### config.mk
export PLATFORM = sky130hd
export DESIGN_NAME = long_term_reference_slot_manager_unit
export DESIGN_NICKNAME = d
export VERILOG_FILES = /design/src/rtl/core/ltrsm_pkg.sv /design/src/rtl/core/ltrsm_cell.sv /design/src/rtl/core/long_term_reference_slot_manager_unit.sv
export SDC_FILE = /design/constraint.sdc
export NUM_CORES = 1
export LEC_CHECK = 0
export BUFFER_PORTS_ARGS = -buffer_cell sky130_fd_sc_hd__buf_2
export CAP_MARGIN = 20
export CORE_MARGIN = 5
export CORE_UTILIZATION = 50
export CTS_BUF_LIST = sky130_fd_sc_hd__clkbuf_8
export DETAILED_ROUTE_END_ITERATION = 10
export PLACE_DENSITY = 0.67
export SYNTH_ARGS = -nofsm -noshare
export SYNTH_HDL_FRONTEND = slang
export SYNTH_SLANG_ARGS = --single-unit
export TNS_END_PERCENT = 5
### constraint.sdc
create_clock -name clk -period 5.5 [get_ports clk]
set_input_delay 1.1 -clock clk [delete_from_list [all_inputs] [get_ports clk]]
set_output_delay 1.1 -clock clk [all_outputs]
set_load 0.01 [all_outputs]
### src/rtl/core/ltrsm_pkg.sv
`default_nettype none

package ltrsm_pkg;

    // Default number of slots in the ring
    localparam int LTR_SLOT_COUNT = 4;

    // Slot index width carried by the scan token (covers up to 16 slots)
    localparam int LTR_IDX_W = 4;

    // Request codes
    typedef enum logic [1:0] {
        REQ_MARK    = 2'd0,
        REQ_INVAL   = 2'd1,
        REQ_REFRESH = 2'd2,
        REQ_PICTURE = 2'd3
    } req_t;

    // Configuration register indexes
    localparam logic CFG_SLOTS   = 1'b0;
    localparam logic CFG_REFRESH = 1'b1;

    // Broadcast controls from the sequencer to every slot cell
    typedef struct packed {
        logic        clear_all;
        logic        kill_all;
        logic [31:0] threshold;
        logic [31:0] wr_frame;
    } cell_ctl_t;

    // Scan token handed from cell to cell during an invalidate
    typedef struct packed {
        logic                 active;
        logic                 found;
        logic [31:0]          best_id;
        logic [LTR_IDX_W-1:0] best_idx;
    } scan_tok_t;

endpackage

`default_nettype wire

### src/rtl/core/ltrsm_cell.sv
`default_nettype none

module ltrsm_cell
    import ltrsm_pkg::*;
#(
    parameter int IDX = 0
)
(
    input  wire logic      clk,
    input  wire logic      rst_n,
    input  wire cell_ctl_t ctl,
    input  wire logic      wr_en,
    input  wire logic      scan_en,
    input  wire scan_tok_t scan_in,
    output scan_tok_t      scan_out
);

    logic [31:0] frame_reg;
    logic [31:0] frame_next;
    logic        valid_reg;
    logic        valid_next;
    scan_tok_t   tok_reg;
    scan_tok_t   tok_next;

    logic hit;
    logic drop;
    logic better;

    // Token visits this slot: drop it if at or above threshold, else compete
    assign hit    = scan_in.active && scan_en && valid_reg;
    assign drop   = hit && (frame_reg >= ctl.threshold);
    assign better = hit && !drop && (!scan_in.found || (frame_reg > scan_in.best_id));

    always_comb
    begin
        tok_next = scan_in;
        if (better)
        begin
            tok_next.found    = 1'b1;
            tok_next.best_id  = frame_reg;
            tok_next.best_idx = LTR_IDX_W'(IDX);
        end
    end

    // Slot contents; a commit write wins over a keyframe flush
    always_comb
    begin
        frame_next = frame_reg;
        valid_next = valid_reg;
        if (ctl.clear_all)
        begin
            frame_next = 32'd0;
            valid_next = 1'b0;
        end
        else if (wr_en)
        begin
            frame_next = ctl.wr_frame;
            valid_next = 1'b1;
        end
        else if (ctl.kill_all || drop)
        begin
            valid_next = 1'b0;
        end
    end

    always_ff @(posedge clk or negedge rst_n)
    begin
        if (!rst_n)
        begin
            valid_reg <= 1'b0;
            tok_reg   <= '0;
        end
        else
        begin
            valid_reg <= valid_next;
            tok_reg   <= tok_next;
        end
    end

    // Frame id is only read while valid
    always_ff @(posedge clk)
    begin
        frame_reg <= frame_next;
    end

    assign scan_out = tok_reg;

endmodule

`default_nettype wire

### src/rtl/core/long_term_reference_slot_manager_unit.sv
// Channel   Direction  Handshake            Payload
// in        input      in_valid / in_stall  req_type, frame_id, refresh_frames,
//                                           force_keyframe, picture_accepted
// out       output     out_valid/out_stall  accepted, use_ltr, use_mask,
//                                           refresh_count, mark_ltr, mark_slot
// cfg       input      cfg_valid/cfg_ready  cfg_index, cfg_data
//
// One item at a time: mark, refresh and picture go from idle straight to done,
// and the result is registered at commit; an invalidate with slots in use first
// waits in the scan state while the scan token walks the slot cells from the accept cycle on.
// A new item is taken while the previous result waits on out_stall; its result
// then waits for the output register. Register writes wait while in_valid is high.
// Reset (rst_n, asynchronous) empties all slots and pending settings.
`default_nettype none

module long_term_reference_slot_manager_unit
    import ltrsm_pkg::*;
#(
    parameter int SLOT_COUNT = LTR_SLOT_COUNT
)
(
    input  wire logic        clk,
    input  wire logic        rst_n,
    input  wire logic        in_valid,
    output logic             in_stall,
    input  wire logic [1:0]  req_type,
    input  wire logic [31:0] frame_id,
    input  wire logic [15:0] refresh_frames,
    input  wire logic        force_keyframe,
    input  wire logic        picture_accepted,
    output logic             out_valid,
    input  wire logic        out_stall,
    output logic             accepted,
    output logic             use_ltr,
    output logic [3:0]       use_mask,
    output logic [15:0]      refresh_count,
    output logic             mark_ltr,
    output logic [1:0]       mark_slot,
    input  wire logic        cfg_valid,
    output logic             cfg_ready,
    input  wire logic        cfg_index,
    input  wire logic [2:0]  cfg_data
);

    localparam int IW  = (SLOT_COUNT > 1) ? $clog2(SLOT_COUNT) : 1;
    localparam int NW  = ($clog2(SLOT_COUNT + 1) > 3) ? $clog2(SLOT_COUNT + 1) : 3;
    localparam int MW  = (SLOT_COUNT > 4) ? SLOT_COUNT : 4;
    localparam int XW  = (IW > 2) ? IW : 2;

    typedef enum logic [2:0] {
        ST_IDLE = 3'b001,
        ST_SCAN = 3'b010,
        ST_DONE = 3'b100
    } state_t;

    state_t state_reg;
    state_t state_next;

    // Latched item
    req_t        req_reg;
    logic [31:0] fid_reg;
    logic [15:0] frames_reg;
    logic        kf_reg;
    logic        pic_ok_reg;

    // Configuration
    logic [2:0]  slots_reg;
    logic [2:0]  slots_next;
    logic        refresh_sup_reg;
    logic        refresh_sup_next;

    // Ring and pending settings
    logic [IW-1:0] next_slot_reg;
    logic [IW-1:0] next_slot_next;
    logic          mark_pend_reg;
    logic          mark_pend_next;
    logic [IW-1:0] mark_slot_pend_reg;
    logic [IW-1:0] mark_slot_pend_next;
    logic [31:0]   mark_frame_pend_reg;
    logic [31:0]   mark_frame_pend_next;
    logic          use_pend_reg;
    logic          use_pend_next;
    logic [3:0]    use_mask_pend_reg;
    logic [3:0]    use_mask_pend_next;
    logic [15:0]   refresh_pend_reg;
    logic [15:0]   refresh_pend_next;

    // Scan result
    logic                 found_reg;
    logic                 found_next;
    logic [LTR_IDX_W-1:0] best_idx_reg;
    logic [LTR_IDX_W-1:0] best_idx_next;

    // Output register
    logic        out_valid_reg;
    logic        out_valid_next;
    logic        ok_reg;
    logic        ok_next;
    logic        use_ltr_reg;
    logic        use_ltr_next;
    logic [3:0]  use_mask_reg;
    logic [3:0]  use_mask_next;
    logic [15:0] refresh_cnt_reg;
    logic [15:0] refresh_cnt_next;
    logic        mark_ltr_reg;
    logic        mark_ltr_next;
    logic [1:0]  mark_slot_reg;
    logic [1:0]  mark_slot_next;

    logic          in_acc;
    logic          cfg_wr;
    logic          start;
    logic          out_free;
    logic          commit;
    logic          commit_pic_ok;
    logic [NW-1:0] slots_ext;
    logic [NW-1:0] n_act;
    logic [IW-1:0] cur_slot;
    logic [NW-1:0] cur_plus;
    logic [IW-1:0] next_ring;
    logic [MW-1:0] onehot_w;
    logic [XW-1:0] mslot_ext;
    logic          scan_done;
    cell_ctl_t     ctl;
    scan_tok_t     tok [0:SLOT_COUNT];

    // Handshakes; a register write never shares an edge with an item
    assign in_stall  = (state_reg != ST_IDLE);
    assign cfg_ready = (state_reg == ST_IDLE) && !in_valid;
    assign in_acc    = in_valid && !in_stall;
    assign cfg_wr    = cfg_valid && cfg_ready;
    assign out_free  = !out_valid_reg || !out_stall;
    assign commit    = (state_reg == ST_DONE) && out_free;
    assign commit_pic_ok = commit && (req_reg == REQ_PICTURE) && pic_ok_reg;

    // Effective slot count and ring advance
    assign slots_ext = NW'(slots_reg);
    assign n_act     = (slots_ext > NW'(SLOT_COUNT)) ? NW'(SLOT_COUNT) : slots_ext;
    assign cur_slot  = (NW'(next_slot_reg) < n_act) ? next_slot_reg : '0;
    assign cur_plus  = NW'(cur_slot) + NW'(1);
    assign next_ring = (cur_plus == n_act) ? '0 : cur_plus[IW-1:0];

    assign start = in_acc && (req_t'(req_type) == REQ_INVAL) && (n_act != '0);

    assign onehot_w  = MW'(1) << best_idx_reg;
    assign mslot_ext = XW'(mark_slot_pend_reg);

    // Broadcast controls to the cells; cell 0 sees the threshold in the accept cycle
    always_comb
    begin
        ctl.clear_all = cfg_wr && (cfg_index == CFG_SLOTS);
        ctl.kill_all  = commit_pic_ok && kf_reg;
        ctl.threshold = start ? frame_id : fid_reg;
        ctl.wr_frame  = mark_frame_pend_reg;
    end

    // Token enters cell 0 when an invalidate starts
    always_comb
    begin
        tok[0].active   = start;
        tok[0].found    = 1'b0;
        tok[0].best_id  = 32'd0;
        tok[0].best_idx = '0;
    end

    // Row of slot cells
    for (genvar g = 0; g < SLOT_COUNT; g++)
    begin : g_cell
        ltrsm_cell #(
            .IDX (g)
        ) u_cell (
            .clk      (clk),
            .rst_n    (rst_n),
            .ctl      (ctl),
            .wr_en    (commit_pic_ok && mark_pend_reg && (mark_slot_pend_reg == IW'(g))),
            .scan_en  (NW'(g) < n_act),
            .scan_in  (tok[g]),
            .scan_out (tok[g+1])
        );
    end

    assign scan_done = tok[SLOT_COUNT].active;

    // Sequencer, commit and configuration
    always_comb
    begin
        state_next           = state_reg;
        slots_next           = slots_reg;
        refresh_sup_next     = refresh_sup_reg;
        next_slot_next       = next_slot_reg;
        mark_pend_next       = mark_pend_reg;
        mark_slot_pend_next  = mark_slot_pend_reg;
        mark_frame_pend_next = mark_frame_pend_reg;
        use_pend_next        = use_pend_reg;
        use_mask_pend_next   = use_mask_pend_reg;
        refresh_pend_next    = refresh_pend_reg;
        found_next           = found_reg;
        best_idx_next        = best_idx_reg;
        out_valid_next       = out_valid_reg;
        ok_next              = ok_reg;
        use_ltr_next         = use_ltr_reg;
        use_mask_next        = use_mask_reg;
        refresh_cnt_next     = refresh_cnt_reg;
        mark_ltr_next        = mark_ltr_reg;
        mark_slot_next       = mark_slot_reg;

        case (state_reg)
            ST_IDLE:
            begin
                if (in_acc)
                begin
                    state_next = start ? ST_SCAN : ST_DONE;
                    found_next = 1'b0;
                end
            end
            ST_SCAN:
            begin
                if (scan_done)
                begin
                    state_next    = ST_DONE;
                    found_next    = tok[SLOT_COUNT].found;
                    best_idx_next = tok[SLOT_COUNT].best_idx;
                end
            end
            ST_DONE:
            begin
                if (out_free)
                begin
                    state_next = ST_IDLE;
                end
            end
            default:
            begin
                state_next = ST_IDLE;
            end
        endcase

        // Result and state update for the item
        if (commit)
        begin
            out_valid_next   = 1'b1;
            ok_next          = 1'b0;
            use_ltr_next     = 1'b0;
            use_mask_next    = 4'd0;
            refresh_cnt_next = 16'd0;
            mark_ltr_next    = 1'b0;
            mark_slot_next   = 2'd0;
            case (req_reg)
                REQ_MARK:
                begin
                    if (n_act != '0)
                    begin
                        mark_slot_pend_next  = cur_slot;
                        next_slot_next       = next_ring;
                        mark_frame_pend_next = fid_reg;
                        mark_pend_next       = 1'b1;
                        ok_next              = 1'b1;
                    end
                end
                REQ_INVAL:
                begin
                    if (found_reg)
                    begin
                        use_pend_next      = 1'b1;
                        use_mask_pend_next = onehot_w[3:0];
                        ok_next            = 1'b1;
                    end
                end
                REQ_REFRESH:
                begin
                    if (refresh_sup_reg && (frames_reg != 16'd0))
                    begin
                        refresh_pend_next = frames_reg;
                        ok_next           = 1'b1;
                    end
                end
                REQ_PICTURE:
                begin
                    use_ltr_next     = use_pend_reg;
                    use_mask_next    = use_pend_reg ? use_mask_pend_reg : 4'd0;
                    refresh_cnt_next = refresh_pend_reg;
                    mark_ltr_next    = mark_pend_reg;
                    mark_slot_next   = mark_pend_reg ? mslot_ext[1:0] : 2'd0;
                    ok_next          = pic_ok_reg;
                    if (pic_ok_reg)
                    begin
                        use_pend_next      = 1'b0;
                        use_mask_pend_next = 4'd0;
                        refresh_pend_next  = 16'd0;
                        mark_pend_next     = 1'b0;
                    end
                end
                default:
                begin
                    ok_next = 1'b0;
                end
            endcase
        end
        else if (!out_stall)
        begin
            out_valid_next = 1'b0;
        end

        // Register writes, only taken while idle
        if (cfg_wr)
        begin
            case (cfg_index)
                CFG_SLOTS:
                begin
                    slots_next     = cfg_data;
                    next_slot_next = '0;
                end
                CFG_REFRESH:
                begin
                    refresh_sup_next = cfg_data[0];
                end
                default:
                begin
                    slots_next = slots_reg;
                end
            endcase
        end
    end

    always_ff @(posedge clk or negedge rst_n)
    begin
        if (!rst_n)
        begin
            state_reg           <= ST_IDLE;
            slots_reg           <= 3'd0;
            refresh_sup_reg     <= 1'b0;
            next_slot_reg       <= '0;
            mark_pend_reg       <= 1'b0;
            mark_slot_pend_reg  <= '0;
            mark_frame_pend_reg <= 32'd0;
            use_pend_reg        <= 1'b0;
            use_mask_pend_reg   <= 4'd0;
            refresh_pend_reg    <= 16'd0;
            found_reg           <= 1'b0;
            out_valid_reg       <= 1'b0;
        end
        else
        begin
            state_reg           <= state_next;
            slots_reg           <= slots_next;
            refresh_sup_reg     <= refresh_sup_next;
            next_slot_reg       <= next_slot_next;
            mark_pend_reg       <= mark_pend_next;
            mark_slot_pend_reg  <= mark_slot_pend_next;
            mark_frame_pend_reg <= mark_frame_pend_next;
            use_pend_reg        <= use_pend_next;
            use_mask_pend_reg   <= use_mask_pend_next;
            refresh_pend_reg    <= refresh_pend_next;
            found_reg           <= found_next;
            out_valid_reg       <= out_valid_next;
        end
    end

    // Payload registers
    always_ff @(posedge clk)
    begin
        if (in_acc)
        begin
            req_reg    <= req_t'(req_type);
            fid_reg    <= frame_id;
            frames_reg <= refresh_frames;
            kf_reg     <= force_keyframe;
            pic_ok_reg <= picture_accepted;
        end
        best_idx_reg    <= best_idx_next;
        ok_reg          <= ok_next;
        use_ltr_reg     <= use_ltr_next;
        use_mask_reg    <= use_mask_next;
        refresh_cnt_reg <= refresh_cnt_next;
        mark_ltr_reg    <= mark_ltr_next;
        mark_slot_reg   <= mark_slot_next;
    end

    assign out_valid     = out_valid_reg;
    assign accepted      = ok_reg;
    assign use_ltr       = use_ltr_reg;
    assign use_mask      = use_mask_reg;
    assign refresh_count = refresh_cnt_reg;
    assign mark_ltr      = mark_ltr_reg;
    assign mark_slot     = mark_slot_reg;

endmodule

`default_nettype wire

==> flow_summary.ini, run 1 <==
[worst_setup_path]
critPathTopFamily = compound AO/OA/AOI/OAI gates
path_buf_inv = 2
crit_path_end_kind = flip-flop
max_stage_delay_ns = 0.59
crit_chain = nand4bb_1, nor4b_4, buf_12, mux2i_1, ha_1, a21o_1, a21o_1, a21oi_1, o2111ai_1, a21oi_1, nand4_1, buf_4, mux2_2
r2r_end = g_cell[1].u_cell.scan_out[13]$_DFF_PN0_
worst-endpoint-required_ns = 6.00
worstSetupPathDepth = 13
reg2reg_slack_ns = 0.71
crit_path_max_fanout = 38
critPathKind = flip-flop to flip-flop
crit_start = state_reg[0]$_DFFE_PN1P_
rr_worst_depth = 13
crit_slowest_cell = dfstp_2
cp.arrival_ns = 5.30
crit_end = g_cell[1].u_cell.scan_out[13]$_DFF_PN0_
crit_path_start_kind = flip-flop
rr_startpoint = state_reg[0]$_DFFE_PN1P_

[floorplanning]
rows = 72
io_pins = 89
initial_core_util_pct = 50.2
coreArea_um2 = 38500
die_h_um = 207
fp.dieW_um = 207
die_area_um2 = 42700

[cts]
cts.sinks = 387
numCtsBuffers = 70
cts_buffer_depth = 3
hold_buffers = 0
cts_tree = built
h-tree-depth = 3
post_cts_resized = 0
cts_root_buf = clkbuf_8
clkLatencyLatePin_ns = 0.64
post_cts_buffers = 0
clk_pin_slew_ns = 0.06

[logic_synthesis]
synth_edf_count = 79
synthesis.nets = 2155
synthTopCellsByArea = dfrtp_1, ha_1, dfxtp_1
synth.top_cells.by_count = nand2_1, ha_1, a21oi_1
synth-seq-cells = 387
ys_seq_area_share_pct = 48.9
yosys_most_used_dff = dfrtp_1
synth_warnings = 0
yosys.cell_count.top_type = nand2_1
synth_async_sr_flop_share_pct = 46.5
yosysUniqueCellTypes = 63
syn_area_um2 = 19300
avgSynthCellArea_um2 = 10.3
yosysTopAreaCell = dfrtp_1
synth_top_area_share_pct = 23.2
syn_inst = 1872

[sta]
fin_setup_tns_ns = 0
tightest_slew_ns = 1.11
finClkSkew_ns = 0.0336
maxSlewHeadroom_pct = 26.2
hold_violations = 0
setup_violations = 0
rsz0062_at_grt = false
slew_viol_final = 0
layout_min_cycle_time_ns = 4.79
fmax_mhz = 209
fin_crit_sh_pct = 87.2

[drt]
drtIter0Drc = 814
vias = 14123
first_pass_iters = 5
wl_per_cell_um = 19.6
drc = 0
antenna_left = 0
routed_wl_um = 50300
post_drt_via_cell_ratio = 5.50

[cells_and_area]
drive_gt1_share_pct = 15.7
area_growth_pct = 13.9
diodes = 0
largest_reg_flops = 128
fin_nets = 2273
design_area_um2 = 22000

[place]
dp_hpwl_um = 35200
place.gp.congestion = 0.904
portBuffers = 88
place_area_um2 = 20400

[global_route]
track_usage_pct = 23.8
grt_pass1_wl_um = 79000
antenna_found_initial = 1
grt_pass1_vias = 14347
grt_overflow = 0
grt_max_degree = 104

[pwr]
power.leakage_nw = 10.1
ir_drop_v = 0.000257
power_density_nw_per_um2 = 358

[outcome]
status = complete, no violations

[flow_run]
maxCapViolations = 0

[hold_path]
hold_class = flip-flop to flip-flop
-- routing by layer --
metal	up-vias	part of all wire [%]	GRT usage, %
met2	317	48	40.0
met4	0	2.7	7.84
met1	6861	45	31.4
met3	92	4.9	4.31
met5	-	0	0
li1	6853	-	-
-- cell usage in the layout (no fill, tap or decap), types with 6 or more instances in the layout --
| cell | instances |
|---|---|
| and3_1 | 8 |
| clkbuf_8 | 87 |
| edfxtp_1 | 79 |
| inv_1 | 146 |
| ha_1 | 222 |
| dfrtp_1 | 179 |
| nor2_1 | 53 |
| o211ai_1 | 6 |
| mux2_1 | 28 |
| o21a_1 | 12 |
| buf_4 | 24 |
| clkinv_2 | 9 |
| a211oi_1 | 14 |
| mux2i_1 | 48 |
| nand2_1 | 322 |
| nand4_1 | 41 |
| and2_1 | 38 |
| and4_1 | 10 |
| a21o_1 | 44 |
| nand3_1 | 23 |
| mux2_2 | 75 |
| nand2b_1 | 7 |
| a21oi_1 | 191 |
| bufinv_16 | 6 |
| nor4_1 | 7 |
| buf_2 | 87 |
| o21ai_0 | 44 |
| nor2b_1 | 6 |
| dfxtp_1 | 128 |
| nor3_1 | 12 |
-- final cells by class --
type / count / area (um2)
clock inverters: 44 / 393
well taps: 518 / 648
flip-flops and latches: 387 / 9440
clock buffers: 86 / 1180
repair buffers: 115 / 689
inverters: 131 / 492
fillers: 3303 / 16500
multi-input cells: 1285 / 9170
-- logic make-up after synthesis --
kind of cell	after synthesis	share of synthesized area [%]
muxes	151	8.49
adders and majority gates	224	14.5
AOI/OAI and AO/OA	353	10.9
and+or+nand+nor	555	13.2
DFF	387	48.9
xor gates and xnor gates	2	0.0907
buffers and inverters	200	3.98
-- metrics by stage --
stage                     cells  total power, mW  utilization [%]  hold WS [ns]  setup slack, ns
after floorplan            1872             4.40                -         0.348            0.746
after global placement     2436             4.88             53.1         0.354            0.376
after detailed placement   2436             4.93             53.1         0.365            0.228
after CTS                  2566             7.95             57.2         0.380            0.822
after global routing       2566             8.27             57.2         0.398            0.454
final                      2566             7.87             57.2         0.376            0.706
-- power breakdown --
part	switching [mW]	internal, mW	leakage, nW
logic	0.747	0.500	5.05
clock network	1.27	1.72	0.864
registers	0.316	3.31	4.17
-- how the worst min path moves through the flow --
stage / end / start / cells past startpoint
floorplan: g_cell[1].u_cell.scan_out[37]$_DFF_PN0_ / g_cell[0].u_cell.scan_out[37]$_DFF_PN0_ / 0
global placement: g_cell[1].u_cell.scan_out[37]$_DFF_PN0_ / g_cell[0].u_cell.scan_out[37]$_DFF_PN0_ / 0
detailed placement: g_cell[1].u_cell.scan_out[37]$_DFF_PN0_ / g_cell[0].u_cell.scan_out[37]$_DFF_PN0_ / 0
CTS: g_cell[1].u_cell.scan_out[37]$_DFF_PN0_ / g_cell[0].u_cell.scan_out[37]$_DFF_PN0_ / 0
global route: g_cell[1].u_cell.scan_out[37]$_DFF_PN0_ / g_cell[0].u_cell.scan_out[37]$_DFF_PN0_ / 0
finish: g_cell[1].u_cell.scan_out[37]$_DFF_PN0_ / g_cell[0].u_cell.scan_out[37]$_DFF_PN0_ / 0
(Power assumes the default switching activity.)
==> run 2, diff against run 1 <==
--- a/config.mk
+++ b/config.mk
@@ -11,7 +11,7 @@
 export CORE_UTILIZATION = 50
 export CTS_BUF_LIST = sky130_fd_sc_hd__clkbuf_8
 export DETAILED_ROUTE_END_ITERATION = 10
-export PLACE_DENSITY = 0.67
+export PLACE_DENSITY_LB_ADDON = 0.05
 export SYNTH_ARGS = -nofsm -noshare
 export SYNTH_HDL_FRONTEND = slang
 export SYNTH_SLANG_ARGS = --single-unit
==> run 2 against run 1 <==
  * Register-to-register slack got worse by 0.10 ns
  * First-iteration DRC count grew 6.4%
  * Sequential cell count unchanged
  * Via count rose by 1.6%
  * Non-clock buffer count is 1 higher
  * Clock power shrank 14%
  * Clock skew is 0.011 ns lower
  * Cell count about the same
  * Global-route usage is 1.9 points higher
  * Core utilization fell by 0.61 points
  * Wire length is 7.7% higher
  * Worst hold slack got worse by 0.0048 ns
==> flow_summary.ini, run 2 (synthesis gave the netlist of run 1 again) <==
[sta]
layout_min_cycle_time_ns = 4.90
slew_viol_final = 0
fmax_mhz = 204
setup_violations = 0
rsz0062_at_grt = false
maxSlewHeadroom_pct = 28.1
hold_violations = 0
fin_crit_sh_pct = 89.0
fin_hold_ws_ns = 0.371
finClkSkew_ns = 0.0224
tightest_slew_ns = 1.07
fin_setup_tns_ns = 0

[drt]
routed_wl_um = 54100
wl_per_cell_um = 21.1
drtIter0Drc = 866
antenna_left = 0
first_pass_iters = 8
post_drt_via_cell_ratio = 5.59
drc = 0
vias = 14346

[worst_setup_path]
critPathKind = flip-flop to flip-flop
cp.arrival_ns = 5.39
crit_path_start_kind = flip-flop
worst-endpoint-required_ns = 5.99
crit_path_max_fanout = 38
crit_path_end_kind = flip-flop

[cells_and_area]
fin_nets = 2273
final_common_cell = nand2_1
largest_reg_flops = 128
drive_gt1_share_pct = 14.9
diodes = 0
final_cell_mix = nand2_1, ha_1, a21oi_1, dfrtp_1, inv_1
area_growth_pct = 12.7

[cts]
h-tree-depth = 3
clkLatencyLatePin_ns = 0.62
cts_root_buf = clkbuf_8
post_cts_buffers = 0
clk_pin_slew_ns = 0.06
cts.sinks = 387
post_cts_resized = 0
numCtsBuffers = 69
hold_buffers = 0
cts_buffer_depth = 3
cts_tree = built

[floorplanning]
initial_core_util_pct = 50.2
rows = 72
coreArea_um2 = 38500
io_pins = 89
fp.dieW_um = 207
die_area_um2 = 42700
die_h_um = 207

[pwr]
seq_power_share_pct = 48.5
clock_power_share_pct = 34.5
power_density_nw_per_um2 = 343
power.leakage_nw = 10.0
switching_share_pct = 30.6
finalPower_mw = 7.48
p_sw_mw = 2.29
p_int_mw = 5.19
comb_power_share_pct = 16.9
ir_drop_v = 0.000241

[global_route]
track_usage_pct = 25.7
grt_max_degree = 112
grt_overflow = 0
met1_usage_pct = 34.3
grt_pass1_vias = 14506
antenna_found_initial = 1
use_met3_pct = 4.94
grt-busiest-layer = met2
grt_util_met2_pct = 42.6
grt_pass1_wl_um = 84000

[outcome]
status = complete, no violations

[place]
place.gp.congestion = 0.879
dp_hpwl_um = 37000
portBuffers = 88

[hold_path]
hold_class = flip-flop to flip-flop

[flow_run]
maxCapViolations = 0
## run 2: per-stage QoR
step	util [%]	instances	instance area (um2)	setup WS, ns
2_1_floorplan	-	1872	19300	0.746
3_3_place_gp	53.1	2436	20400	0.169
3_5_place_dp	53.2	2437	20400	0.161
4_1_cts	56.6	2565	21800	0.745
5_1_grt	56.6	2565	21800	0.430
6_report	56.6	2565	21800	0.603
## run 2: cell type report
class	instances	area, um2
tap	518	648
inverter	131	492
fill	3498	16700
multi-input combinational	1285	9160
timing repair buffer	116	704
clock buffer	83	1140
clock inverter	45	193
sequential	387	9440
## run 2: power by group through the flow
stage / registers [mW] / clock network (mW) / logic, mW
floorplan: 3.57 / 0 / 0.836
global placement: 3.68 / 0 / 1.23
global route: 3.67 / 2.79 / 1.42
CTS: 3.62 / 2.64 / 1.28
detailed placement: 3.67 / 0 / 1.27
finish: 3.63 / 2.58 / 1.27
## run 2: worst paths after layout
path | startpoint | cells after the start | end | slack (ns)
max in group asynchronous | rst_n | 2 | use_mask_pend_reg[1]$_DFFE_PN0P_ | 3.87
min in group asynchronous | rst_n | 1 | refresh_pend_reg[14]$_DFFE_PN0P_ | 0.49
max | state_reg[0]$_DFFE_PN1P_ | 13 | g_cell[1].u_cell.scan_out[28]$_DFF_PN0_ | 0.60
min reg2reg | g_cell[0].u_cell.scan_out[37]$_DFF_PN0_ | 0 | g_cell[1].u_cell.scan_out[37]$_DFF_PN0_ | 0.37
max reg2reg | state_reg[0]$_DFFE_PN1P_ | 13 | g_cell[1].u_cell.scan_out[28]$_DFF_PN0_ | 0.60
min | g_cell[0].u_cell.scan_out[37]$_DFF_PN0_ | 0 | g_cell[1].u_cell.scan_out[37]$_DFF_PN0_ | 0.37
## run 2: critical path, stage by stage, from the launching register on
cell,delay (ns)
dfstp_2,0.59
nand4bb_1,0.21
nor4b_4,0.33
buf_12,0.35
mux2i_1,0.44
ha_1,0.33
a21o_1,0.18
a21o_1,0.17
a21oi_1,0.51
o2111ai_1,0.40
a21oi_1,0.35
nand4_1,0.14
buf_4,0.35
mux2_2,0.36
## run 2: per-layer routing
layer | wire [um] | vias up | share of wire, %
met3 | 2860 | 118 | 5.3
met5 | 0 | - | 0
met4 | 1680 | 0 | 3.1
li1 | - | 6838 | -
met2 | 25800 | 365 | 48
met1 | 23800 | 7025 | 44
